$ cat src/bqc_pkg.sv
package bqc_pkg;

  localparam int CORDIC_STEPS = 24;
  localparam int EXP_BITS = 20;
  localparam int XYW = 34;

  typedef logic signed [XYW-1:0] xy_t;

  typedef enum logic {
    REG_SAMPLE_RATE = 1'b0
  } reg_idx_t;

  typedef enum logic [1:0] {
    KIND_HIGHPASS,
    KIND_LOWPASS,
    KIND_PEAK
  } band_kind_t;

  localparam logic [17:0] SAMPLE_RATE_RESET = 18'd48000;
  localparam logic [15:0] Q_MIN = 16'd410;
  localparam logic [15:0] Q_MAX = 16'd40960;
  localparam logic signed [13:0] GAIN_MIN = -14'sd4608;
  localparam logic signed [13:0] GAIN_MAX = 14'sd4608;
  localparam logic signed [33:0] GAIN_LOG2 = 34'sd348329;
  localparam logic [30:0] PHASE_SCALE = 31'd1686629713;
  localparam logic [30:0] PHASE_SAT = 31'h7fffffff;
  localparam logic [30:0] QUARTER_TURN = 31'h40000000;
  localparam logic [31:0] HALF_TURN = 32'h80000000;
  localparam logic [30:0] EXP_ONE = 31'h40000000;
  localparam xy_t CORDIC_X0 = 34'sd652032874;
  localparam logic signed [37:0] ONE_Q30 = 38'sd1073741824;
  localparam logic [31:0] COEF_POS_MAX = 32'h7fffffff;
  localparam logic [31:0] COEF_NEG_MAX = 32'h80000000;

  typedef struct packed {
    logic [2:0] stage;
    logic [18:0] f16;
    logic [15:0] q;
    logic limited;
    logic signed [2:0] n;
  } exp_pay_t;

  typedef struct packed {
    logic [2:0] stage;
    logic [15:0] q;
    logic limited;
    logic [31:0] amp;
    logic [31:0] inv;
  } ph_pay_t;

  typedef struct packed {
    logic [2:0] stage;
    logic [15:0] q;
    logic limited;
    logic [31:0] amp;
    logic [31:0] inv;
    logic negcos;
  } cor_pay_t;

  typedef struct packed {
    logic [2:0] stage;
    logic limited;
    logic [31:0] amp;
    logic [31:0] inv;
    xy_t cc;
  } al_pay_t;

  typedef struct packed {
    logic [2:0] stage;
    logic limited;
    logic neg;
    logic ovf;
  } qd_pay_t;

  function automatic logic [31:0] atan_q30(input int i);
    logic [31:0] v;
    case (i)
      0: v = 32'd843314856;
      1: v = 32'd497837829;
      2: v = 32'd263043836;
      3: v = 32'd133525158;
      4: v = 32'd67021686;
      5: v = 32'd33543515;
      6: v = 32'd16775850;
      7: v = 32'd8388437;
      8: v = 32'd4194282;
      9: v = 32'd2097149;
      10: v = 32'd1048575;
      11: v = 32'd524287;
      12: v = 32'd262143;
      13: v = 32'd131071;
      14: v = 32'd65535;
      15: v = 32'd32767;
      16: v = 32'd16383;
      17: v = 32'd8191;
      18: v = 32'd4095;
      19: v = 32'd2047;
      20: v = 32'd1023;
      21: v = 32'd511;
      22: v = 32'd255;
      23: v = 32'd127;
      default: v = '0;
    endcase
    return v;
  endfunction

  // 2^(2^-k) in q30
  function automatic logic [30:0] root2_q30(input int k);
    logic [30:0] v;
    case (k)
      1: v = 31'd1518500250;
      2: v = 31'd1276901417;
      3: v = 31'd1170923762;
      4: v = 31'd1121280436;
      5: v = 31'd1097253708;
      6: v = 31'd1085434106;
      7: v = 31'd1079572136;
      8: v = 31'd1076653034;
      9: v = 31'd1075196444;
      10: v = 31'd1074468888;
      11: v = 31'd1074105294;
      12: v = 31'd1073923544;
      13: v = 31'd1073832680;
      14: v = 31'd1073787251;
      15: v = 31'd1073764537;
      16: v = 31'd1073753181;
      17: v = 31'd1073747502;
      18: v = 31'd1073744663;
      19: v = 31'd1073743244;
      20: v = 31'd1073742534;
      default: v = EXP_ONE;
    endcase
    return v;
  endfunction

endpackage

$ cat src/bqc_exp_cell.sv
module bqc_exp_cell #(
  parameter int K = 1,
  parameter int PW = 1
) (
  input  logic                          clk,
  input  logic                          rst,
  input  logic                          en,
  input  logic                          in_valid,
  input  logic [30:0]                   in_r,
  input  logic [bqc_pkg::EXP_BITS-1:0]  in_frac,
  input  logic [PW-1:0]                 in_pay,
  output logic                          out_valid,
  output logic [30:0]                   out_r,
  output logic [bqc_pkg::EXP_BITS-1:0]  out_frac,
  output logic [PW-1:0]                 out_pay
);

  localparam logic [30:0] ROOT = bqc_pkg::root2_q30(K);

  logic [61:0] prod;

  assign prod = 62'(in_r) * 62'(ROOT);

  always_ff @(posedge clk) begin
    if (rst) begin
      out_valid <= 1'b0;
    end else if (en) begin
      out_valid <= in_valid;
    end
  end

  always_ff @(posedge clk) begin
    if (en) begin
      out_r <= in_frac[bqc_pkg::EXP_BITS-1] ? prod[60:30] : in_r;
      out_frac <= {in_frac[bqc_pkg::EXP_BITS-2:0], 1'b0};
      out_pay <= in_pay;
    end
  end

endmodule

$ cat config.mk
export PLATFORM = sky130hd
export DESIGN_NAME = bqc_exp_cell
export DESIGN_NICKNAME = d
export VERILOG_FILES = /design/src/bqc_pkg.sv /design/src/bqc_exp_cell.sv
export SDC_FILE = /design/constraint.sdc
export NUM_CORES = 1
export LEC_CHECK = 0
export BUFFER_PORTS_ARGS = -buffer_cell sky130_fd_sc_hd__buf_4
export CAP_MARGIN = 0
export CELL_PAD_IN_SITES_DETAIL_PLACEMENT = 1
export CELL_PAD_IN_SITES_GLOBAL_PLACEMENT = 1
export CORE_ASPECT_RATIO = 0.7
export CORE_MARGIN = 3
export CORE_UTILIZATION = 51
export DETAILED_ROUTE_END_ITERATION = 6
export PLACE_DENSITY_LB_ADDON = 0.1
export SLEW_MARGIN = 20
export SYNTH_ARGS = -nofsm -noshare
export SYNTH_HDL_FRONTEND = slang
export SYNTH_SLANG_ARGS = --single-unit
$ cat constraint.sdc
create_clock -name clk -period 10.1 [get_ports clk]
set_input_delay 2.525 -clock clk [delete_from_list [all_inputs] [get_ports clk]]
set_output_delay 2.525 -clock clk [all_outputs]
set_load 0.005 [all_outputs]
==> run metrics <==
status finished clean; Synth top cells by count 473 x inv_1, 380 x ha_1, 322 x fa_1; Storage cell area between 1500 and 2000 um^2; Inserted Clock Buffers 5; Area growth syn-to-layout 8.742%; number of diodes 0; min cycle time layout between 9 and 10 ns; slew margin rel. a little over half; Post-Syn Area per Cell approximately 10 um^2; syn nets between 2000 and 2500; largest net degree at the start of global routing between 50 and 60; Die Wd approximately 230 um; # port buffers 107; fraction of the yosys area taken by sequential cells 8.821%; main combinational cell family by area after synthesis adder cells; Pre-Repair DR Iteration Count 5; Most used DFF post-synth edfxtp_1; # fillers approximately 3800; synthesized cell area about 18000 um^2; area leader, netlist fa_1; Seq cells post-synth between 50 and 60; CTS resizes 0; Final nets ~2600; Worst setup EP type flip-flop; unrepaired setup endpoints after global routing no; Avg WL per Cell roughly 25 um; final WL between 50000 and 60000 um; multiplexer area fraction after synthesis 1.572%; initial antenna violation count 1; CP required 10.13 ns; Boundary Pins ~110; complex-gate fraction of the synthesized area under 10%; initial core utilization a little over half; routed via count about 13000; core area 33770 um^2; multi-input logic area around 14000 um^2; area post-placement around 19000 um^2; H-Tree Depth 2; Clock Tree Root clkbuf_16; max-cap violations 0; CTS tree done; Worst Path Arrival just under 10 ns; DRC errors left 0; critical-path maximum fanout 8; worst-margin pin slew 0.6798 ns; antenna-violating nets left 0; Die Span Y around 160 um; DP HPWL 51680 um; hold buffer count at CTS 0; Reg clk slew, reported paths around 0.07 ns; Synth Area in Adders between 60% and 70%; GRT Overall Usage 32.04%; vias in the first global route approximately 14000; clk sink count 52; first-pass GRT wire length a little under 90000 um; Finished Cell Area 19130 um^2; Post-synth EDFFs 51; clock latency on the worst-skew pair around 0.30 ns; Async S/R FF share, synth 0%; Clock Skews 0 ns; largest cells by area after synthesis fa_1 37%, ha_1 27%, inv_1 10%; Yosys cell types 62; post-CTS setup buffers 0; gr ovfl total 0; Startpoint Class input port; CP Class in2reg; row cnt 56; share of cells above drive strength 1 8.691%; die area around 37000 um^2; Avg Vias per Cell about 5.7; most frequent cell after synthesis inv_1; Final Setup Violations 0; Initial DRC Count around 1100; period utilization a little over nine tenths; routability cong. 0.9735; Hold Fails Final Rpt 0; number of synthesis warnings 0; path type of the worst min-delay path reg2reg; xor and xnor area share after synthesis 3.535%; clock buffer depth 2; area share of the largest cell type after synthesis 36.65%; post-synthesis simple-gate area fraction roughly 4.3%; setup_tns 0 ns; Synth Instances roughly 1700; f_max 102.2 MHz; Final Slew Violations 0
## critical path, cell delays in order
cell and delay [ns]:
buf_4 0.19, ha_1 0.30, inv_1 0.09, fa_1 0.56, fa_1 0.57, inv_1 0.07
fa_1 0.50, inv_1 0.05, fa_1 0.54, inv_1 0.05, fa_1 0.44, fa_1 0.49
inv_1 0.05, fa_1 0.51, inv_1 0.05, ha_1 0.40, nand4_1 0.22, nor4_1 0.31
o31ai_1 0.14, a21oi_1 0.38, o31ai_2 0.18, o31ai_1 0.53, a2bb2oi_1 0.38, xnor2_1 0.17
a21oi_1 0.08
## layout by cell type, fill, tap and decap left out, drive strengths merged, types with 33 or more instances in the layout
master  synthesis  routed
a21o           51      51
a21oi          54      54
buf             2     117
edfxtp         51      51
fa            322     322
ha            380     380
inv           473     474
nand2          49      49
xnor2          33      33
xor2           38      38
## flip-flops by register name (all words and copies together), names as in the netlist
name,cells
out_r,31
out_pay,1
out_frac,19
out_valid,1
## area by class of cell
class                           count  area share (%)
Sequential cell                    52           8.111
Tap cell                          464           3.035
Inverter                          473           9.282
Timing Repair Buffer              117           4.592
Multi-Input combinational cell   1145           74.21
Clock inverter                      3          0.1177
Clock buffer                        5          0.6542
## logic make-up (layout without fill, tap and decap cells)
family,count (synthesis),count (layout)
other cells,1,1
buf+inv,490,598
compound gates,193,193
simple gates,153,153
flops,52,52
xor+xnor,71,71
mux,25,25
fa+ha+maj,702,702
## layer usage
layer  share of wire [%]  vias up  wire [um]  GRT usage [%]
li1                    -     5605          -              -
met1                  49     6666      27860          50.64
met2                  41      464      23770          46.91
met3                 8.7       33       5018          5.783
met4                 1.2        0        706          4.415
met5                   0        -          0              0
## worst paths after layout
check	from	cells past startpoint	to	slack (ns)
setup / recovery	in_r[19]	25	out_r[26]	0.32
hold / removal	out_valid	2	out_valid	0.51
setup reg to reg	out_valid	2	out_valid	9.51
hold reg to reg	out_valid	2	out_valid	0.51
## metrics by stage
| step | std cells | utilization, % | setup slack [ns] | hold slack, ns |
|---|---|---|---|---|
| final | 2259 | 56.64 | 0.3195 | 0.5126 |
| after global routing | 2259 | 56.64 | 0.05591 | 0.5407 |
| after CTS | 2259 | 56.64 | 0.3711 | 0.5150 |
| after detailed placement | 2251 | 56.20 | 0.05470 | 0.4952 |
| after global placement | 2251 | 56.20 | 0.1729 | 0.4830 |
| after floorplan | 1687 | - | 0.9384 | 0.4850 |
Power is left out: the tool's default activity adds up to more than one toggle a clock period on the data nets, which glitch-free logic cannot reach.
