### src/bqc_pkg.sv
package bqc_pkg;

  localparam int CORDIC_STEPS = 24;
  localparam int EXP_BITS = 20;
  localparam int XYW = 34;

  typedef logic signed [XYW-1:0] xy_t;

  typedef enum logic {
    REG_SAMPLE_RATE = 1'b0
  } reg_idx_t;

  typedef enum logic [1:0] {
    KIND_HIGHPASS,
    KIND_LOWPASS,
    KIND_PEAK
  } band_kind_t;

  localparam logic [17:0] SAMPLE_RATE_RESET = 18'd48000;
  localparam logic [15:0] Q_MIN = 16'd410;
  localparam logic [15:0] Q_MAX = 16'd40960;
  localparam logic signed [13:0] GAIN_MIN = -14'sd4608;
  localparam logic signed [13:0] GAIN_MAX = 14'sd4608;
  localparam logic signed [33:0] GAIN_LOG2 = 34'sd348329;
  localparam logic [30:0] PHASE_SCALE = 31'd1686629713;
  localparam logic [30:0] PHASE_SAT = 31'h7fffffff;
  localparam logic [30:0] QUARTER_TURN = 31'h40000000;
  localparam logic [31:0] HALF_TURN = 32'h80000000;
  localparam logic [30:0] EXP_ONE = 31'h40000000;
  localparam xy_t CORDIC_X0 = 34'sd652032874;
  localparam logic signed [37:0] ONE_Q30 = 38'sd1073741824;
  localparam logic [31:0] COEF_POS_MAX = 32'h7fffffff;
  localparam logic [31:0] COEF_NEG_MAX = 32'h80000000;

  typedef struct packed {
    logic [2:0] stage;
    logic [18:0] f16;
    logic [15:0] q;
    logic limited;
    logic signed [2:0] n;
  } exp_pay_t;

  typedef struct packed {
    logic [2:0] stage;
    logic [15:0] q;
    logic limited;
    logic [31:0] amp;
    logic [31:0] inv;
  } ph_pay_t;

  typedef struct packed {
    logic [2:0] stage;
    logic [15:0] q;
    logic limited;
    logic [31:0] amp;
    logic [31:0] inv;
    logic negcos;
  } cor_pay_t;

  typedef struct packed {
    logic [2:0] stage;
    logic limited;
    logic [31:0] amp;
    logic [31:0] inv;
    xy_t cc;
  } al_pay_t;

  typedef struct packed {
    logic [2:0] stage;
    logic limited;
    logic neg;
    logic ovf;
  } qd_pay_t;

  function automatic logic [31:0] atan_q30(input int i);
    logic [31:0] v;
    case (i)
      0: v = 32'd843314856;
      1: v = 32'd497837829;
      2: v = 32'd263043836;
      3: v = 32'd133525158;
      4: v = 32'd67021686;
      5: v = 32'd33543515;
      6: v = 32'd16775850;
      7: v = 32'd8388437;
      8: v = 32'd4194282;
      9: v = 32'd2097149;
      10: v = 32'd1048575;
      11: v = 32'd524287;
      12: v = 32'd262143;
      13: v = 32'd131071;
      14: v = 32'd65535;
      15: v = 32'd32767;
      16: v = 32'd16383;
      17: v = 32'd8191;
      18: v = 32'd4095;
      19: v = 32'd2047;
      20: v = 32'd1023;
      21: v = 32'd511;
      22: v = 32'd255;
      23: v = 32'd127;
      default: v = '0;
    endcase
    return v;
  endfunction

  // 2^(2^-k) in q30
  function automatic logic [30:0] root2_q30(input int k);
    logic [30:0] v;
    case (k)
      1: v = 31'd1518500250;
      2: v = 31'd1276901417;
      3: v = 31'd1170923762;
      4: v = 31'd1121280436;
      5: v = 31'd1097253708;
      6: v = 31'd1085434106;
      7: v = 31'd1079572136;
      8: v = 31'd1076653034;
      9: v = 31'd1075196444;
      10: v = 31'd1074468888;
      11: v = 31'd1074105294;
      12: v = 31'd1073923544;
      13: v = 31'd1073832680;
      14: v = 31'd1073787251;
      15: v = 31'd1073764537;
      16: v = 31'd1073753181;
      17: v = 31'd1073747502;
      18: v = 31'd1073744663;
      19: v = 31'd1073743244;
      20: v = 31'd1073742534;
      default: v = EXP_ONE;
    endcase
    return v;
  endfunction

endpackage

### src/bqc_cordic_cell.sv
module bqc_cordic_cell #(
  parameter int I = 0,
  parameter int PW = 1
) (
  input  logic                clk,
  input  logic                rst,
  input  logic                en,
  input  logic                in_valid,
  input  bqc_pkg::xy_t        in_x,
  input  bqc_pkg::xy_t        in_y,
  input  bqc_pkg::xy_t        in_z,
  input  logic [PW-1:0]       in_pay,
  output logic                out_valid,
  output bqc_pkg::xy_t        out_x,
  output bqc_pkg::xy_t        out_y,
  output bqc_pkg::xy_t        out_z,
  output logic [PW-1:0]       out_pay
);

  localparam bqc_pkg::xy_t ANG = bqc_pkg::xy_t'(bqc_pkg::atan_q30(I));

  bqc_pkg::xy_t dx;
  bqc_pkg::xy_t dy;

  assign dx = in_y >>> I;
  assign dy = in_x >>> I;

  always_ff @(posedge clk) begin
    if (rst) begin
      out_valid <= 1'b0;
    end else if (en) begin
      out_valid <= in_valid;
    end
  end

  always_ff @(posedge clk) begin
    if (en) begin
      if (!in_z[bqc_pkg::XYW-1]) begin
        out_x <= in_x - dx;
        out_y <= in_y + dy;
        out_z <= in_z - ANG;
      end else begin
        out_x <= in_x + dx;
        out_y <= in_y - dy;
        out_z <= in_z + ANG;
      end
      out_pay <= in_pay;
    end
  end

endmodule

### config.mk
export PLATFORM = sky130hd
export DESIGN_NAME = bqc_cordic_cell
export DESIGN_NICKNAME = d
export VERILOG_FILES = /design/src/bqc_pkg.sv /design/src/bqc_cordic_cell.sv
export SDC_FILE = /design/constraint.sdc
export NUM_CORES = 1
export LEC_CHECK = 0
export BUFFER_PORTS_ARGS = -buffer_cell sky130_fd_sc_hd__buf_2
export CAP_MARGIN = 20
export CORE_MARGIN = 4
export CORE_UTILIZATION = 50
export DETAILED_ROUTE_END_ITERATION = 10
export GPL_ROUTABILITY_DRIVEN = 0
export PLACE_DENSITY_LB_ADDON = 0.08
export SYNTH_ARGS = -nofsm -noshare
export SYNTH_HDL_FRONTEND = slang
export SYNTH_SLANG_ARGS = --single-unit
### constraint.sdc
create_clock -name clk -period 6.7 [get_ports clk]
set_input_delay 1.675 -clock clk [delete_from_list [all_inputs] [get_ports clk]]
set_output_delay 1.675 -clock clk [all_outputs]
set_load 0.02 [all_outputs]
==> run summary <==
The worst-path cell with the longest stage delay was sky130_fd_sc_hd__ha_1. The class of the tightest hold or removal check is reg2reg. In this run, post-CTS repair resized a total of 0 instances. In the layout the commonest cells are sky130_fd_sc_hd__buf_2, sky130_fd_sc_hd__a21oi_1, sky130_fd_sc_hd__ha_1.

The total count of hold-check failures in the final report came out at 0. Entering global routing, the biggest net connects 68 pins. The synthesized design contains 102 enable-type register cells. Type of origin of the critical path: a primary input. The most used flip-flop cell after synthesis is sky130_fd_sc_hd__edfxtp_1. The run gives 0.117 mV as the peak ir drop on the vdd network. The sequential fraction of the synthesis area was 0.302. The net switching power figure came out at 903 uW. The placed wire-length estimate after detailed placement is 23100 um, and the number of vias after detailed routing is 9393. Part of the total power dissipated in sequential elements: 0.366. The maximum fanout along the worst path works out to 11.

In this run the vertical extent of the chip is 151 um. The internal portion of the total power is 1500 uW. Hold buffer count at cts: 0. The row count is 51, and the post-synthesis register bit count is 103. The run gives 0.516 as the effective utilization at floorplan. At the worst endpoint, the required time is 6.78 ns. The number of buffers inserted to repair setup after CTS is 0.

The longest clock path from root to sink contains 2 buffers. In this run the static leakage power is 0.00520 uW. The actual transition at the worst max-transition pin works out to 0.813 ns. The tools report the root buffer cell as sky130_fd_sc_hd__clkbuf_16. Input and output buffers added on the ports amount to 210. The part of the power in the clock network is 0.216. The net count of the mapped netlist was 1408. The endpoint kind of the worst setup timing path is a flip-flop. For the core footprint, the log shows 19800 um^2.

Wire length reported by the detailed router: 28700 um. Source-to-sink clock delay at the later pin of the worst-skew pair: 0.35 ns. In this run the cell area of the synthesized design comes to 10200 um^2. The remaining max-slew budget at the tightest pin is 0.451. For the count of unique library cells instantiated by Yosys, the log shows 81. After layout, the minimum clock period comes to 4.47 ns.

The combinational share of power is 0.418, and the total count of max-transition violations in the final report is 0. Gate count of the mapped netlist: 1169. The final number of setup-violating endpoints was 0. The total track usage is 0.247, and the DRC violation total after the first TritonRoute iteration is 896. The final layout net count is 1588, and the number of warnings reported in the yosys synthesis log is 0. The number of remaining DRC errors is 0, and the final critical-path share of the clock period is 0.668.

Across the routed clock network, the largest skew measured is 0 ns. The number of top-level pins is 211, and the area fraction of the dominant cell type after synthesis is 0.300. The number of buffers created by CTS was 9; the largest stage delay on the critical path was 0.52 ns. Leaving out fill and tap cells, the most frequent cell in the layout is sky130_fd_sc_hd__buf_2. For this run, the top clock speed supported by timing is 224 MHz.

Wire length per cell after detailed routing: 17.8 um. The tree built by TritonCTS fans out to 103 sinks. Initial antenna violation count: 0. The signal on the critical path passes through buf_2 -> inv_1 -> ha_1 -> nand4_1 -> or3_4 -> or3_1 -> a31oi_2 -> a221oi_2 -> o211ai_2 -> o21ai_1 -> xnor2_1. The worst-case setup slack after placement came out at 1.89 ns.

Relative to the synthesized area, the layout overhead comes to 14.5%. For this run the aggregate overflow at the end of global routing stands at 0. The total number of H-tree levels is 3, and the detailed-router iteration count before antenna repair is 8. Count of buffer and inverter cells on the critical path: 2.

The critical path is of the in2reg type. The number of global-route vias before repair came out at 8580. Max-cap violations in this run came to 0. Setup repair after global routing left no endpoint under its margin. The antenna diode count was 0; the die area was 22800 um^2. The share of flip-flops with an asynchronous set or reset was 0; the number of antenna-violating nets in the routed design was 0. The routed via count divided by cell count is 5.80. By area the synthesized netlist is led by sky130_fd_sc_hd__edfxtp_1, sky130_fd_sc_hd__ha_1, sky130_fd_sc_hd__a21oi_1, sky130_fd_sc_hd__xnor2_1, sky130_fd_sc_hd__inv_1. After clock tree synthesis, the clock-pin slew on the worst setup and hold paths is 0.06 ns. STA puts the critical path data arrival time at 4.55 ns. In the post-route analysis, the smallest setup slack over all paths is 2.23 ns.

After routing, the total negative slack on setup checks comes to 0 ns. In this run the cell area measured after placement is 11400 um^2. The flow ran to the end, and the final reports show no timing, DRC or antenna violations. The post-route core utilization was 0.590; the minimum hold slack was 0.525 ns. With fillers left out, the area of the finished cells amounts to 11700 um^2. The fraction of power spent switching nets is 0.375.

The cell type group with the largest total delay on the critical path is simple AND/OR/NAND/NOR gates. The average instance in the mapped netlist occupies 8.73 um^2. The die outline width is 151 um.

The first global-routing pass estimated 44900 um of wire. TritonCTS built the clock tree. The largest total area in the synthesized netlist belongs to sky130_fd_sc_hd__edfxtp_1. The total power per unit cell area is 206 nW/um^2, and the fraction of layout instances using a drive strength above 1 is 0.191.
-- final timing paths --
check,from,end,slack [ns],depth (start not counted)
setup / recovery,in_x[11],out_y[28],2.23,11
hold / removal,out_valid,out_valid,0.53,2
setup reg to reg,out_valid,out_valid,6.09,2
hold reg to reg,out_valid,out_valid,0.53,2
-- layer usage --
metal | global-route usage | up-vias | routed length, um
met5 | 0 | - | 0
met4 | 0.0617 | 0 | 521
met3 | 0.0350 | 44 | 2790
met2 | 0.388 | 492 | 12800
met1 | 0.361 | 4287 | 12600
li1 | - | 4570 | -
-- worst register-to-register path: cells and delay by family (launching register included) --
kind          cells  cell delay (ns)
flops             1             0.31
mux               1             0.14
simple gates      1             0.06
-- layout make-up --
cell class / count / area [um^2]
fillers: 1851 / 8100
clock buffers: 12 / 236
inverters: 107 / 402
repair buffers: 213 / 1080
well taps: 265 / 332
flip-flops and latches: 103 / 3080
multi-input cells: 915 / 6500
clock inverters: 4 / 47.5
-- state kept, by name, indices dropped and copies added, names as in the netlist --
name       cells
out_z         34
out_y         33
out_valid      1
out_pay        1
out_x         34
-- cells by family (layout without fill, tap and decap cells) --
kind of cell | count (synthesis) | after routing | synth area share
AOI/OAI and AO/OA | 403 | 403 | 0.252
and+or+nand+nor | 275 | 275 | 0.128
buffers and inverters | 151 | 336 | 0.0606
adders and majority gates | 132 | 132 | 0.165
DFF | 103 | 103 | 0.302
xor gates and xnor gates | 88 | 88 | 0.0756
muxes | 17 | 17 | 0.0167
-- power groups by stage --
stage	combinational [uW]	sequential, uW	clock [uW]
global route	1100	887	562
detailed placement	995	895	0
floorplan	547	1030	0
finish	1010	880	520
global placement	989	894	0
CTS	999	881	529
-- synth_stat cells, types with 8 or more instances --
master / n
sky130_fd_sc_hd__a21o_1: 22
sky130_fd_sc_hd__o21a_1: 13
sky130_fd_sc_hd__nand4_1: 8
sky130_fd_sc_hd__ha_1: 128
sky130_fd_sc_hd__nor3_1: 17
sky130_fd_sc_hd__a21oi_1: 149
sky130_fd_sc_hd__nor2_1: 101
sky130_fd_sc_hd__inv_1: 104
sky130_fd_sc_hd__nor2b_1: 12
sky130_fd_sc_hd__nand2_1: 60
sky130_fd_sc_hd__nand2b_1: 12
sky130_fd_sc_hd__nand3_1: 20
sky130_fd_sc_hd__o21bai_1: 28
sky130_fd_sc_hd__xnor2_1: 72
sky130_fd_sc_hd__o21ai_1: 15
sky130_fd_sc_hd__buf_2: 19
sky130_fd_sc_hd__nor4_1: 9
sky130_fd_sc_hd__a211oi_1: 9
sky130_fd_sc_hd__xor2_1: 16
sky130_fd_sc_hd__clkbuf_1: 16
sky130_fd_sc_hd__o21ai_0: 74
sky130_fd_sc_hd__edfxtp_1: 102
sky130_fd_sc_hd__o211ai_1: 11
sky130_fd_sc_hd__mux2i_1: 17
sky130_fd_sc_hd__and2_1: 8
-- metrics by stage --
| step | instances | power (uW) |
|---|---|---|
| after floorplan | 1169 | 1580 |
| after global placement | 1603 | 1880 |
| after detailed placement | 1603 | 1890 |
| after CTS | 1619 | 2410 |
| after global routing | 1619 | 2550 |
| final | 1619 | 2410 |
Note: power is estimated with default switching activity, not from simulation.
