`config.mk`:
```
export PLATFORM = sky130hd
export DESIGN_NAME = bqc_div_cell
export DESIGN_NICKNAME = d
export VERILOG_FILES = /design/src/bqc_div_cell.sv
export SDC_FILE = /design/constraint.sdc
export NUM_CORES = 1
export LEC_CHECK = 0
export BUFFER_PORTS_ARGS = -buffer_cell sky130_fd_sc_hd__buf_2
export CORE_MARGIN = 2
export CORE_UTILIZATION = 30
export CTS_CLUSTER_SIZE = 16
export DETAILED_ROUTE_END_ITERATION = 12
export GPL_TIMING_DRIVEN = 0
export PLACE_DENSITY_LB_ADDON = 0.2
export RECOVER_POWER = 50
export SLEW_MARGIN = 20
export SYNTH_ARGS = -nofsm -noshare
export SYNTH_HDL_FRONTEND = slang
export SYNTH_SLANG_ARGS = --single-unit
```
`constraint.sdc`:
```
create_clock -name clk -period 3.3 [get_ports clk]
set_clock_uncertainty 0.05 [all_clocks]
set_input_delay 0.33 -clock clk [delete_from_list [all_inputs] [get_ports clk]]
set_output_delay 0.33 -clock clk [all_outputs]
set_load 0.005 [all_outputs]
```
`src/bqc_div_cell.sv`:
```
module bqc_div_cell #(
  parameter int DENW = 18,
  parameter int NW = 31,
  parameter int QW = 31,
  parameter int PW = 1
) (
  input  logic            clk,
  input  logic            rst,
  input  logic            en,
  input  logic            in_valid,
  input  logic [DENW-1:0] in_rem,
  input  logic [DENW-1:0] in_den,
  input  logic [NW-1:0]   in_num,
  input  logic [QW-1:0]   in_quo,
  input  logic [PW-1:0]   in_pay,
  output logic            out_valid,
  output logic [DENW-1:0] out_rem,
  output logic [DENW-1:0] out_den,
  output logic [NW-1:0]   out_num,
  output logic [QW-1:0]   out_quo,
  output logic [PW-1:0]   out_pay
);

  logic [DENW:0] trial;
  logic [DENW:0] diff;
  logic          fits;

  assign trial = {in_rem, in_num[NW-1]};
  assign diff = trial - {1'b0, in_den};
  assign fits = trial >= {1'b0, in_den};

  always_ff @(posedge clk) begin
    if (rst) begin
      out_valid <= 1'b0;
    end else if (en) begin
      out_valid <= in_valid;
    end
  end

  always_ff @(posedge clk) begin
    if (en) begin
      out_rem <= fits ? diff[DENW-1:0] : trial[DENW-1:0];
      out_den <= in_den;
      out_num <= {in_num[NW-2:0], 1'b0};
      out_quo <= {in_quo[QW-2:0], fits};
      out_pay <= in_pay;
    end
  end

endmodule

```
==> qor.txt, run 1 <==
==========================================================================================
Outcome                                                                       finished with violations
Violated checks                                                               capacitance limit, slew limit
Sw Share                                                                             0.252
Max-capacitance violation count                                                          1
Share of layout cells above drive strength 1                                         0.462
Total congestion overflow                                                                0
Post-CTS Setup Inserts                                                                   0
Slew margin rel.                                                                    -0.309
Data arrival at the endpoint of the critical path                                  2.62 ns
Die ar.                                                                          15700 µm²
Class of the worst hold path                                                  input pin to flip-flop
Number of levels the H-tree was split into                                               3
Pwr Total                                                                          3.11 mW
Cell-internal power                                                                2.33 mW
Maximum cell stage delay along the critical path                                   0.40 ns
Final setup fails                                                                        0
Placed wire-length estimate                                                        8.42 mm
Row count                                                                               44
LEAKAGE                                                                            2.61 nW
Antenna diode instance count                                                             0
Syn_nets                                                                               411
Clock edge transition at the registers on the reported setup and hold paths        0.07 ns
Critical-path cell with the highest stage delay                               sky130_fd_sc_hd__fa_1
Synth Area in XOR/XNOR                                                              0.0219
Overall Global Routing Usage                                                         0.137
Period utilisation layout                                                            0.779
Vias per cell                                                                         4.59
Number of remaining DRC errors                                                           0
Number of warnings printed during yosys synthesis                                        0
Vias in the first global route                                                        3216
Hold Violations, Final                                                                   0
Combinational group share of total power                                             0.167
Critical Path RT                                                                   3.35 ns
Sequential cell area fraction in the yosys report                                    0.672
Main flop type after synthesis                                                sky130_fd_sc_hd__edfxtp_1
Avg Synthesized Cell Area                                                         15.3 µm²
Worst IR Drop VDD                                                                 0.222 mV
Total power per unit cell area                                                  523 nW/µm²
Ordered cell list for the critical path                                       buf_2 > inv_1 > ha_1 > inv_1 > fa_1 > a21o_1 > a221o_1 > a21oi_1 > o21ai_0 > xor2_1 > mux2_4
Minimum clock period after layout                                                  2.57 ns
Synthesized cell area                                                             4410 µm²
Syn Inst Count                                                                         289
Final slew viol count                                                                   33
Final weighted congestion in routability-driven placement                            0.784
Global-route wire length before repair                                             16.8 mm
Largest net degree at the start of global routing                                       68
Final Cell Area                                                                   5950 µm²
Unrepaired setup endpoints after global routing                                      false
Kind of launch point of the worst setup path                                     input pin
Flip-flop and latch count after synthesis                                               99
Maximum fanout along the worst path                                                      3
Count of port buffers added during placement                                           200
Setup TNS                                                                             0 ns
Clock tree from TritonCTS                                                            built
Sequential fraction of design power                                                  0.497
Final instance count without filler cells                                              690
Insertion delay of the later-clocked pin in the worst-skew pair                    0.35 ns
Endpoint kind of the worst setup timing path                                     flip-flop
Critical setup path kind                                                      input pin to flip-flop
Highest clock frequency the design can meet                                      0.389 GHz
Count of boundary I/O pins                                                             203
Share of synthesized cell area in and, or, nand and nor gates                       0.0619
Yosys cell types                                                                        54
Antenna violations before repair                                                         0
Cell area reported after detailed placement                                       5670 µm²
Core area                                                                        14400 µm²
Placed cell count                                                                      674
Count of flip-flops with a built-in enable after synthesis                              98
Share of cell area taken by muxes after synthesis                                   0.0548
Total clock sinks                                                                       99
Initial Utilization                                                                  0.306
# resized after CTS                                                                      0
Post-synthesis adder-cell area fraction                                             0.0556
Final core utilization                                                               0.412
Cell occurring most often along the worst timing path                         sky130_fd_sc_hd__inv_1
Main combinational cell family by area after synthesis                        compound AO/OA/AOI/OAI gates
Asr flop ratio synth                                                                     0
Horizontal die dimension                                                            125 µm
Area fraction in compound gates after synthesis                                     0.0990
Die height                                                                          125 µm
Average detailed-routed wire length per instance                                   15.7 µm
Length of the first detailed-routing pass in iterations                                  4
Clock buffers created by TritonCTS                                                       9
Final #Nets                                                                            623
Area growth, synth to finish                                                         34.9%
Slew at the pin closest to its max-slew limit                                      1.96 ns
CTS root buffer                                                               sky130_fd_sc_hd__clkbuf_16
Detailed Route Iter0 Violations                                                        237
Power spent charging and discharging nets                                         0.782 mW
Quantity of hold-fixing buffers added after cts                                          0
Total via count in the routed design                                                  3170
CTS Buffer Depth                                                                         2
WL final                                                                           10.8 mm
Clock share of power                                                                 0.336
Number of routed nets with antenna violations                                            0
==========================================================================================
[Yosys cell counts, types with 5 or more instances]
cell	n	share of area
sky130_fd_sc_hd__o21ai_0	8	0.0091
sky130_fd_sc_hd__xor2_1	5	0.0099
sky130_fd_sc_hd__a21oi_1	12	0.014
sky130_fd_sc_hd__edfxtp_1	98	0.67
sky130_fd_sc_hd__nand2_1	11	0.0094
sky130_fd_sc_hd__ha_1	18	0.051
sky130_fd_sc_hd__mux2_4	6	0.020
sky130_fd_sc_hd__nand3_1	5	0.0057
sky130_fd_sc_hd__mux2i_1	5	0.011
sky130_fd_sc_hd__xnor2_1	6	0.012
sky130_fd_sc_hd__mux2_2	7	0.018
sky130_fd_sc_hd__inv_1	23	0.020
sky130_fd_sc_hd__buf_2	6	0.0068
sky130_fd_sc_hd__a21o_1	10	0.017
sky130_fd_sc_hd__nor2_1	13	0.011
[worst paths after layout]
path                            startpoint          end  slack [ns]  cells past startpoint
worst max-delay path            in_num[30]  out_rem[12]        0.73                     11
worst min-delay path                   rst    out_valid        0.08                      2
worst max register to register   out_valid    out_valid        2.68                      2
worst min register to register   out_valid    out_valid        0.45                      2
[registers in the layout (all words and copies together), names as in the netlist]
register,flops
out_valid,1
out_pay,1
out_rem,18
out_den,18
out_quo,31
out_num,30
[critical path, delay by kind of cell]
| kind | cells | cell delay (ns) |
|---|---|---|
| muxes | 1 | 0.26 |
| AOI/OAI and AO/OA | 4 | 1.08 |
| buffers and inverters | 3 | 0.21 |
| adders and majority gates | 2 | 0.56 |
| xor gates and xnor gates | 1 | 0.17 |
[area by class of cell]
type	instances	area, µm²
fill	1403	8480
sequential	99	2960
multi-input combinational	158	1300
timing repair buffer	201	1010
clock buffer	10	239
tap	184	230
inverter	24	92.6
clock inverter	6	57.6
buffer	8	57.6
[kinds of logic after synthesis]
| family | Yosys count |
|---|---|
| DFF | 99 |
| AOI/OAI and AO/OA | 57 |
| muxes | 20 |
| buffers and inverters | 32 |
| other | 1 |
| adders and majority gates | 19 |
| xor gates and xnor gates | 11 |
| and+or+nand+nor | 50 |
[placed cells by master (no fill, tap or decap), types with 2 or more instances in the layout]
cell	n
sky130_fd_sc_hd__o21ai_0	8
sky130_fd_sc_hd__inv_8	2
sky130_fd_sc_hd__inv_1	23
sky130_fd_sc_hd__o311ai_0	2
sky130_fd_sc_hd__o21a_1	2
sky130_fd_sc_hd__o211ai_1	4
sky130_fd_sc_hd__a21o_1	10
sky130_fd_sc_hd__nor2_1	13
sky130_fd_sc_hd__clkbuf_16	9
sky130_fd_sc_hd__and2_1	2
sky130_fd_sc_hd__a211oi_1	4
sky130_fd_sc_hd__mux2_1	2
sky130_fd_sc_hd__mux2i_1	5
sky130_fd_sc_hd__buf_2	193
sky130_fd_sc_hd__nor3_1	2
sky130_fd_sc_hd__clkinv_4	4
sky130_fd_sc_hd__nand2b_1	2
sky130_fd_sc_hd__nor2b_1	3
sky130_fd_sc_hd__mux2_4	6
sky130_fd_sc_hd__a21oi_1	12
sky130_fd_sc_hd__edfxtp_1	98
sky130_fd_sc_hd__and2_0	2
sky130_fd_sc_hd__and3_1	2
sky130_fd_sc_hd__ha_1	18
sky130_fd_sc_hd__nand2_1	11
sky130_fd_sc_hd__o31ai_1	2
sky130_fd_sc_hd__mux2_2	7
sky130_fd_sc_hd__xnor2_1	6
sky130_fd_sc_hd__nand3_1	5
sky130_fd_sc_hd__xor2_1	5
sky130_fd_sc_hd__clkbuf_1	12
[metal layers]
| metal | up-vias | track usage | wire [µm] |
|---|---|---|---|
| met2 | 142 | 0.224 | 5200 |
| met3 | 12 | 0.0445 | 858 |
| met1 | 1490 | 0.171 | 4620 |
| li1 | 1526 | - | - |
| met4 | 0 | 0.0458 | 155 |
| met5 | - | 0 | 0 |
[power groups by stage]
stage                     sequential [mW]  combinational [mW]  clock, mW
after detailed placement             1.58               0.531          0
after CTS                            1.55               0.534       1.07
after floorplan                      1.59               0.247          0
after global placement               1.58               0.520          0
after global routing                 1.56               0.578       1.13
final                                1.55               0.519       1.04
[metrics by stage]
step,setup WS [ns],hold WS (ns)
after detailed placement,0.368,0.430
after global placement,0.369,0.423
after floorplan,0.764,0.352
after global routing,0.578,0.0658
final,0.728,0.0830
after CTS,0.737,0.0699
(Power assumes the default switching activity.)
==> inputs of run 2 (changes only) <==
Clock period 3.3 ns to 2.2 ns, I/O delays scaled along.
==> qor.txt, run 2 (synthesis gave the netlist of run 1 again) <==
==========================================================================================
Length of the first detailed-routing pass in iterations                                  4
Antenna violations before repair                                                         0
Insertion delay of the later-clocked pin in the worst-skew pair                    0.34 ns
Period utilisation layout                                                             1.00
Total congestion overflow                                                                0
Violated checks                                                               setup timing
Die height                                                                          125 µm
CTS root buffer                                                               sky130_fd_sc_hd__clkbuf_16
Clock buffers created by TritonCTS                                                       9
Outcome                                                                       finished with violations
Number of cells on the worst reg-to-reg path                                             2
Fillers                                                                               1310
Max-capacitance violation count                                                          0
Total via count in the routed design                                                  3503
Total clock sinks                                                                       99
Most flop-heavy register                                                           out_quo
Sequential fraction of design power                                                  0.482
Cell area reported after detailed placement                                       5850 µm²
Vias per cell                                                                         4.58
Total power per unit cell area                                                  693 nW/µm²
Final slew viol count                                                                    0
Cell-internal power                                                                3.61 mW
Critical setup path kind                                                      input pin to flip-flop
Final WS setup                                                                 -0.00854 ns
Overall Global Routing Usage                                                         0.143
Worst IR Drop VDD                                                                 0.338 mV
Core area                                                                        14400 µm²
Initial Utilization                                                                  0.306
Final #Nets                                                                            698
Endpoint kind of the worst setup timing path                                     flip-flop
Detailed Route Iter0 Violations                                                        195
Hold Violations, Final                                                                   0
LEAKAGE                                                                            2.98 nW
Class of the worst hold path                                                  input pin to flip-flop
Critical Path RT                                                                   2.24 ns
Die ar.                                                                          15700 µm²
Area growth, synth to finish                                                         57.5%
Count of boundary I/O pins                                                             203
Antenna diode instance count                                                             0
Reg2Reg Setup Slack                                                                1.56 ns
Clock edge transition at the registers on the reported setup and hold paths        0.07 ns
Max reg flops                                                                           31
Global-route wire length before repair                                             17.8 mm
Final setup fails                                                                        1
Final weighted congestion in routability-driven placement                            0.784
Number of remaining DRC errors                                                           0
Clock share of power                                                                 0.312
Clock tree from TritonCTS                                                            built
Combinational group share of total power                                             0.205
Highest clock frequency the design can meet                                      0.453 GHz
Placed wire-length estimate                                                        8.33 mm
Capture instance of the worst register-to-register path                          out_valid
Largest net degree at the start of global routing                                       66
Minimum clock period after layout                                                  2.21 ns
Most frequent cells in the layout                                             195 x sky130_fd_sc_hd__buf_2, 98 x sky130_fd_sc_hd__edfxtp_1, 67 x sky130_fd_sc_hd__dlygate4sd3_1
Final core utilization                                                               0.482
Horizontal die dimension                                                            125 µm
Maximum fanout along the worst path                                                      3
Number of levels the H-tree was split into                                               3
Beginning of the worst hold path                                                 in_den[5]
Vias in the first global route                                                        3500
CTS Buffer Depth                                                                         2
Count of port buffers added during placement                                           200
Largest registers                                                             out_quo (31), out_num (30)
Kind of launch point of the worst setup path                                     input pin
Start of the worst register-to-register path                                     out_valid
Slew at the pin closest to its max-slew limit                                     0.890 ns
Row count                                                                               44
Number of routed nets with antenna violations                                            0
Unrepaired setup endpoints after global routing                                       true
Worst-case hold path end point                                                  out_den[5]
Data arrival at the endpoint of the critical path                                  2.25 ns
Final Cell Area                                                                   6950 µm²
WL final                                                                           11.6 mm
Slew margin rel.                                                                     0.407
Most frequent standard cell in the layout excluding fill and tap cells        sky130_fd_sc_hd__buf_2
Sw Share                                                                             0.251
Hold depth                                                                               1
Power spent charging and discharging nets                                          1.21 mW
Average detailed-routed wire length per instance                                   15.2 µm
Share of layout cells above drive strength 1                                         0.478
==========================================================================================
==> run 2: changes by cell type in the layout (fill, tap and decap cells not counted), sizes merged <==
cell         delta
buf            +10
clkbuf          -2
clkinv          -1
dlygate4sd3    +67
inv             +1
==> run 2: per-layer routing <==
metal  global-route usage  up-vias  part of all wire
met5                    0        -                 0
met4               0.0444        0             0.019
met3               0.0505       18             0.074
met2                0.241      158              0.48
met1                0.174     1654              0.42
li1                     -     1673                 -
==> run 2: critical path: stages <==
cell and delay, ns:
sky130_fd_sc_hd__buf_8 0.11, sky130_fd_sc_hd__inv_12 0.04, sky130_fd_sc_hd__ha_4 0.12, sky130_fd_sc_hd__inv_2 0.03, sky130_fd_sc_hd__fa_2 0.35, sky130_fd_sc_hd__a21o_4 0.24
sky130_fd_sc_hd__a221o_1 0.37, sky130_fd_sc_hd__a21o_1 0.24, sky130_fd_sc_hd__a31oi_4 0.19, sky130_fd_sc_hd__xnor2_1 0.09, sky130_fd_sc_hd__mux2_4 0.25
==> run 2: worst max path at each step <==
stage / startpoint / cells past startpoint / endpoint
global route: in_num[30] / 11 / out_rem[14]
global placement: in_num[30] / 11 / out_rem[12]
detailed placement: in_num[30] / 11 / out_rem[12]
finish: in_num[30] / 11 / out_rem[14]
CTS: in_num[30] / 11 / out_rem[14]
floorplan: in_num[30] / 10 / out_rem[12]
==> run 2: cell type report <==
cell class	count	area (µm²)	share of cell area
Sequential cell	99	2960	0.427
Timing Repair Buffer	276	1760	0.253
Multi-Input combinational cell	158	1520	0.219
Tap cell	184	230	0.0331
Clock buffer	10	229	0.0330
Inverter	24	123	0.0177
Buffer	8	71.3	0.0103
Clock inverter	6	55.1	0.00793
==> run 2: per-stage QoR <==
stage          worst slack (ns)  instances  setup TNS, ns  hold WS [ns]  power (mW)
6_report               -0.00854        765       -0.00854        0.0194        4.81
5_1_grt                 -0.0279        765        -0.0334       0.00480        5.07
2_1_floorplan           -0.0407        289         -0.186         0.242        2.80
3_3_place_gp             -0.465        673         -16.19         0.332        3.20
4_1_cts                 -0.0139        757        -0.0139       0.00131        4.87
3_5_place_dp             -0.484        674          -5.64         0.330        3.21
==> run 2: what timing repair did <==
action	CTS	global route
endpoints found under the hold margin	64	3
setup buffers	3	5
hold buffers	64	3
gates resized for setup	8	12
endpoints found under the setup margin	6	7
pin swaps	11	10
==> run 2: power groups by stage <==
stage	clock, mW	combinational (mW)	sequential, mW
floorplan	0	0.411	2.39
global placement	0	0.836	2.36
detailed placement	0	0.850	2.36
CTS	1.58	0.965	2.32
global route	1.65	1.08	2.34
finish	1.50	0.988	2.32
==> inputs of run 3 (changes only) <==
Settings changed: HOLD_SLACK_MARGIN set to 0.05.
==> qor.txt, run 3 (synthesis gave the netlist of run 1 again) <==
==========================================================================================
Outcome                                                                       finished with violations
Violated checks                                                               setup timing
LEAKAGE                                                                            3.04 nW
Average detailed-routed wire length per instance                                   15.0 µm
Setup TNS                                                                      -0.00748 ns
Beginning of the worst hold path                                                 in_rem[4]
Slew margin rel.                                                                     0.364
Horizontal die dimension                                                            125 µm
Final WS setup                                                                 -0.00748 ns
CTS root buffer                                                               sky130_fd_sc_hd__clkbuf_16
Worst IR Drop VDD                                                                 0.342 mV
Final hold slack                                                                  0.129 ns
Most frequent cells in the layout                                             193 x sky130_fd_sc_hd__buf_2, 98 x sky130_fd_sc_hd__edfxtp_1, 80 x sky130_fd_sc_hd__dlygate4sd3_1
Total power per unit cell area                                                  682 nW/µm²
Ordered cell list for the critical path                                       buf_8 > inv_12 > ha_4 > inv_2 > fa_2 > a21o_4 > a221o_1 > a21o_1 > a31oi_4 > xnor2_1 > mux2_4
Core area                                                                        14400 µm²
Post-place setup slack                                                           -0.484 ns
Die ar.                                                                          15700 µm²
Final weighted congestion in routability-driven placement                            0.784
Reg2Reg Setup Slack                                                                0.96 ns
Vias per cell                                                                         4.53
Clock tree from TritonCTS                                                            built
Data arrival at the endpoint of the critical path                                  2.25 ns
Critical-path cell with the highest stage delay                               sky130_fd_sc_hd__a221o_1
Slew at the pin closest to its max-slew limit                                     0.953 ns
Count of boundary I/O pins                                                             203
Kind of launch point of the worst setup path                                     input pin
Critical Path RT                                                                   2.25 ns
Count of port buffers added during placement                                           200
Worst-case hold path end point                                                  out_rem[5]
Critical setup path kind                                                      input pin to flip-flop
CP Buf/Inv Count                                                                         3
Antenna violations before repair                                                         0
Die height                                                                          125 µm
Total via count in the routed design                                                  3523
Area growth, synth to finish                                                         60.9%
Maximum fanout along the worst path                                                      3
Hold depth                                                                               2
Cell area reported after detailed placement                                       5850 µm²
Final #Nets                                                                            711
Hold Violations, Final                                                                   0
Largest net degree at the start of global routing                                       66
Overall Global Routing Usage                                                         0.145
Pwr Total                                                                          4.84 mW
Logic depth of the worst path, buffers included                                         11
Most frequent standard cell in the layout excluding fill and tap cells        sky130_fd_sc_hd__buf_2
Period utilisation layout                                                             1.00
Vias in the first global route                                                        3564
Antenna diode instance count                                                             0
Row count                                                                               44
Class of the worst hold path                                                  input pin to flip-flop
Cell-internal power                                                                3.62 mW
Endpoint kind of the worst setup timing path                                     flip-flop
Highest clock frequency the design can meet                                      0.453 GHz
Number of routed nets with antenna violations                                            0
Insertion delay of the later-clocked pin in the worst-skew pair                    0.34 ns
Maximum cell stage delay along the critical path                                   0.37 ns
Number of levels the H-tree was split into                                               3
Clock edge transition at the registers on the reported setup and hold paths        0.07 ns
Most flop-heavy register                                                           out_quo
Share of layout cells above drive strength 1                                         0.465
Final setup fails                                                                        1
Register area                                                                     2960 µm²
Total clock sinks                                                                       99
Initial Utilization                                                                  0.306
Capture instance of the worst register-to-register path                          out_valid
Length of the first detailed-routing pass in iterations                                  4
Unrepaired setup endpoints after global routing                                       true
Sw Share                                                                             0.251
Global-route wire length before repair                                             18.1 mm
Max reg flops                                                                           31
CTS Buffer Depth                                                                         2
Clock buffers created by TritonCTS                                                       9
WL final                                                                           11.7 mm
Area occupied by multi-input gates                                                1520 µm²
Detailed Route Iter0 Violations                                                        213
Final Cell Area                                                                   7090 µm²
Power spent charging and discharging nets                                          1.21 mW
Combinational group share of total power                                             0.209
Clock share of power                                                                 0.311
Number of cells on the worst reg-to-reg path                                             3
Total congestion overflow                                                                0
Minimum clock period after layout                                                  2.21 ns
Sequential fraction of design power                                                  0.480
Max-capacitance violation count                                                          0
Fillers                                                                               1298
Number of remaining DRC errors                                                           0
Largest registers                                                             out_quo (31), out_num (30)
Final slew viol count                                                                    0
CP top delay family                                                           compound AO/OA/AOI/OAI gates
Placed wire-length estimate                                                        8.33 mm
Start of the worst register-to-register path                                     out_valid
==========================================================================================
-- run 3: through the flow --
stage / utilization / cells
2_1_floorplan: - / 289
5_1_grt: 0.492 / 778
4_1_cts: 0.485 / 773
6_report: 0.492 / 778
3_3_place_gp: 0.403 / 673
3_5_place_dp: 0.406 / 674
-- run 3: what timing repair did --
action	in CTS	in global routing
hold endpoints to repair	79	0
buffers inserted	3	5
hold buffers	80	0
resized for setup	8	12
pin swaps	11	10
setup endpoints to repair	6	7
-- run 3: per-layer routing --
metal,track usage,part of all wire
met5,0,0
met4,0.0405,0.016
met2,0.244,0.48
met1,0.179,0.43
met3,0.0496,0.071
-- run 3: worst max path at each step --
| stage | startpoint | to | slack [ns] |
|---|---|---|---|
| after floorplan | in_num[30] | out_rem[12] | -0.04 |
| after CTS | in_num[30] | out_rem[14] | -0.01 |
| after global placement | in_num[30] | out_rem[12] | -0.46 |
| final | in_num[30] | out_rem[14] | -0.007 |
| after global routing | in_num[30] | out_rem[14] | -0.03 |
| after detailed placement | in_num[30] | out_rem[12] | -0.48 |
-- run 3: power by group through the flow --
stage / Combinational (mW) / Sequential, mW / Clock [mW]
detailed placement: 0.850 / 2.36 / 0
global route: 1.10 / 2.34 / 1.65
CTS: 0.987 / 2.32 / 1.58
finish: 1.01 / 2.32 / 1.51
global placement: 0.836 / 2.36 / 0
floorplan: 0.411 / 2.39 / 0
-- run 3: area by class of cell --
cell class | count | share of cell area
Buffer | 8 | 0.0101
Tap cell | 184 | 0.0325
Sequential cell | 99 | 0.418
Timing Repair Buffer | 289 | 0.268
Multi-Input combinational cell | 158 | 0.214
Inverter | 24 | 0.0173
Clock buffer | 10 | 0.0323
Clock inverter | 6 | 0.00776
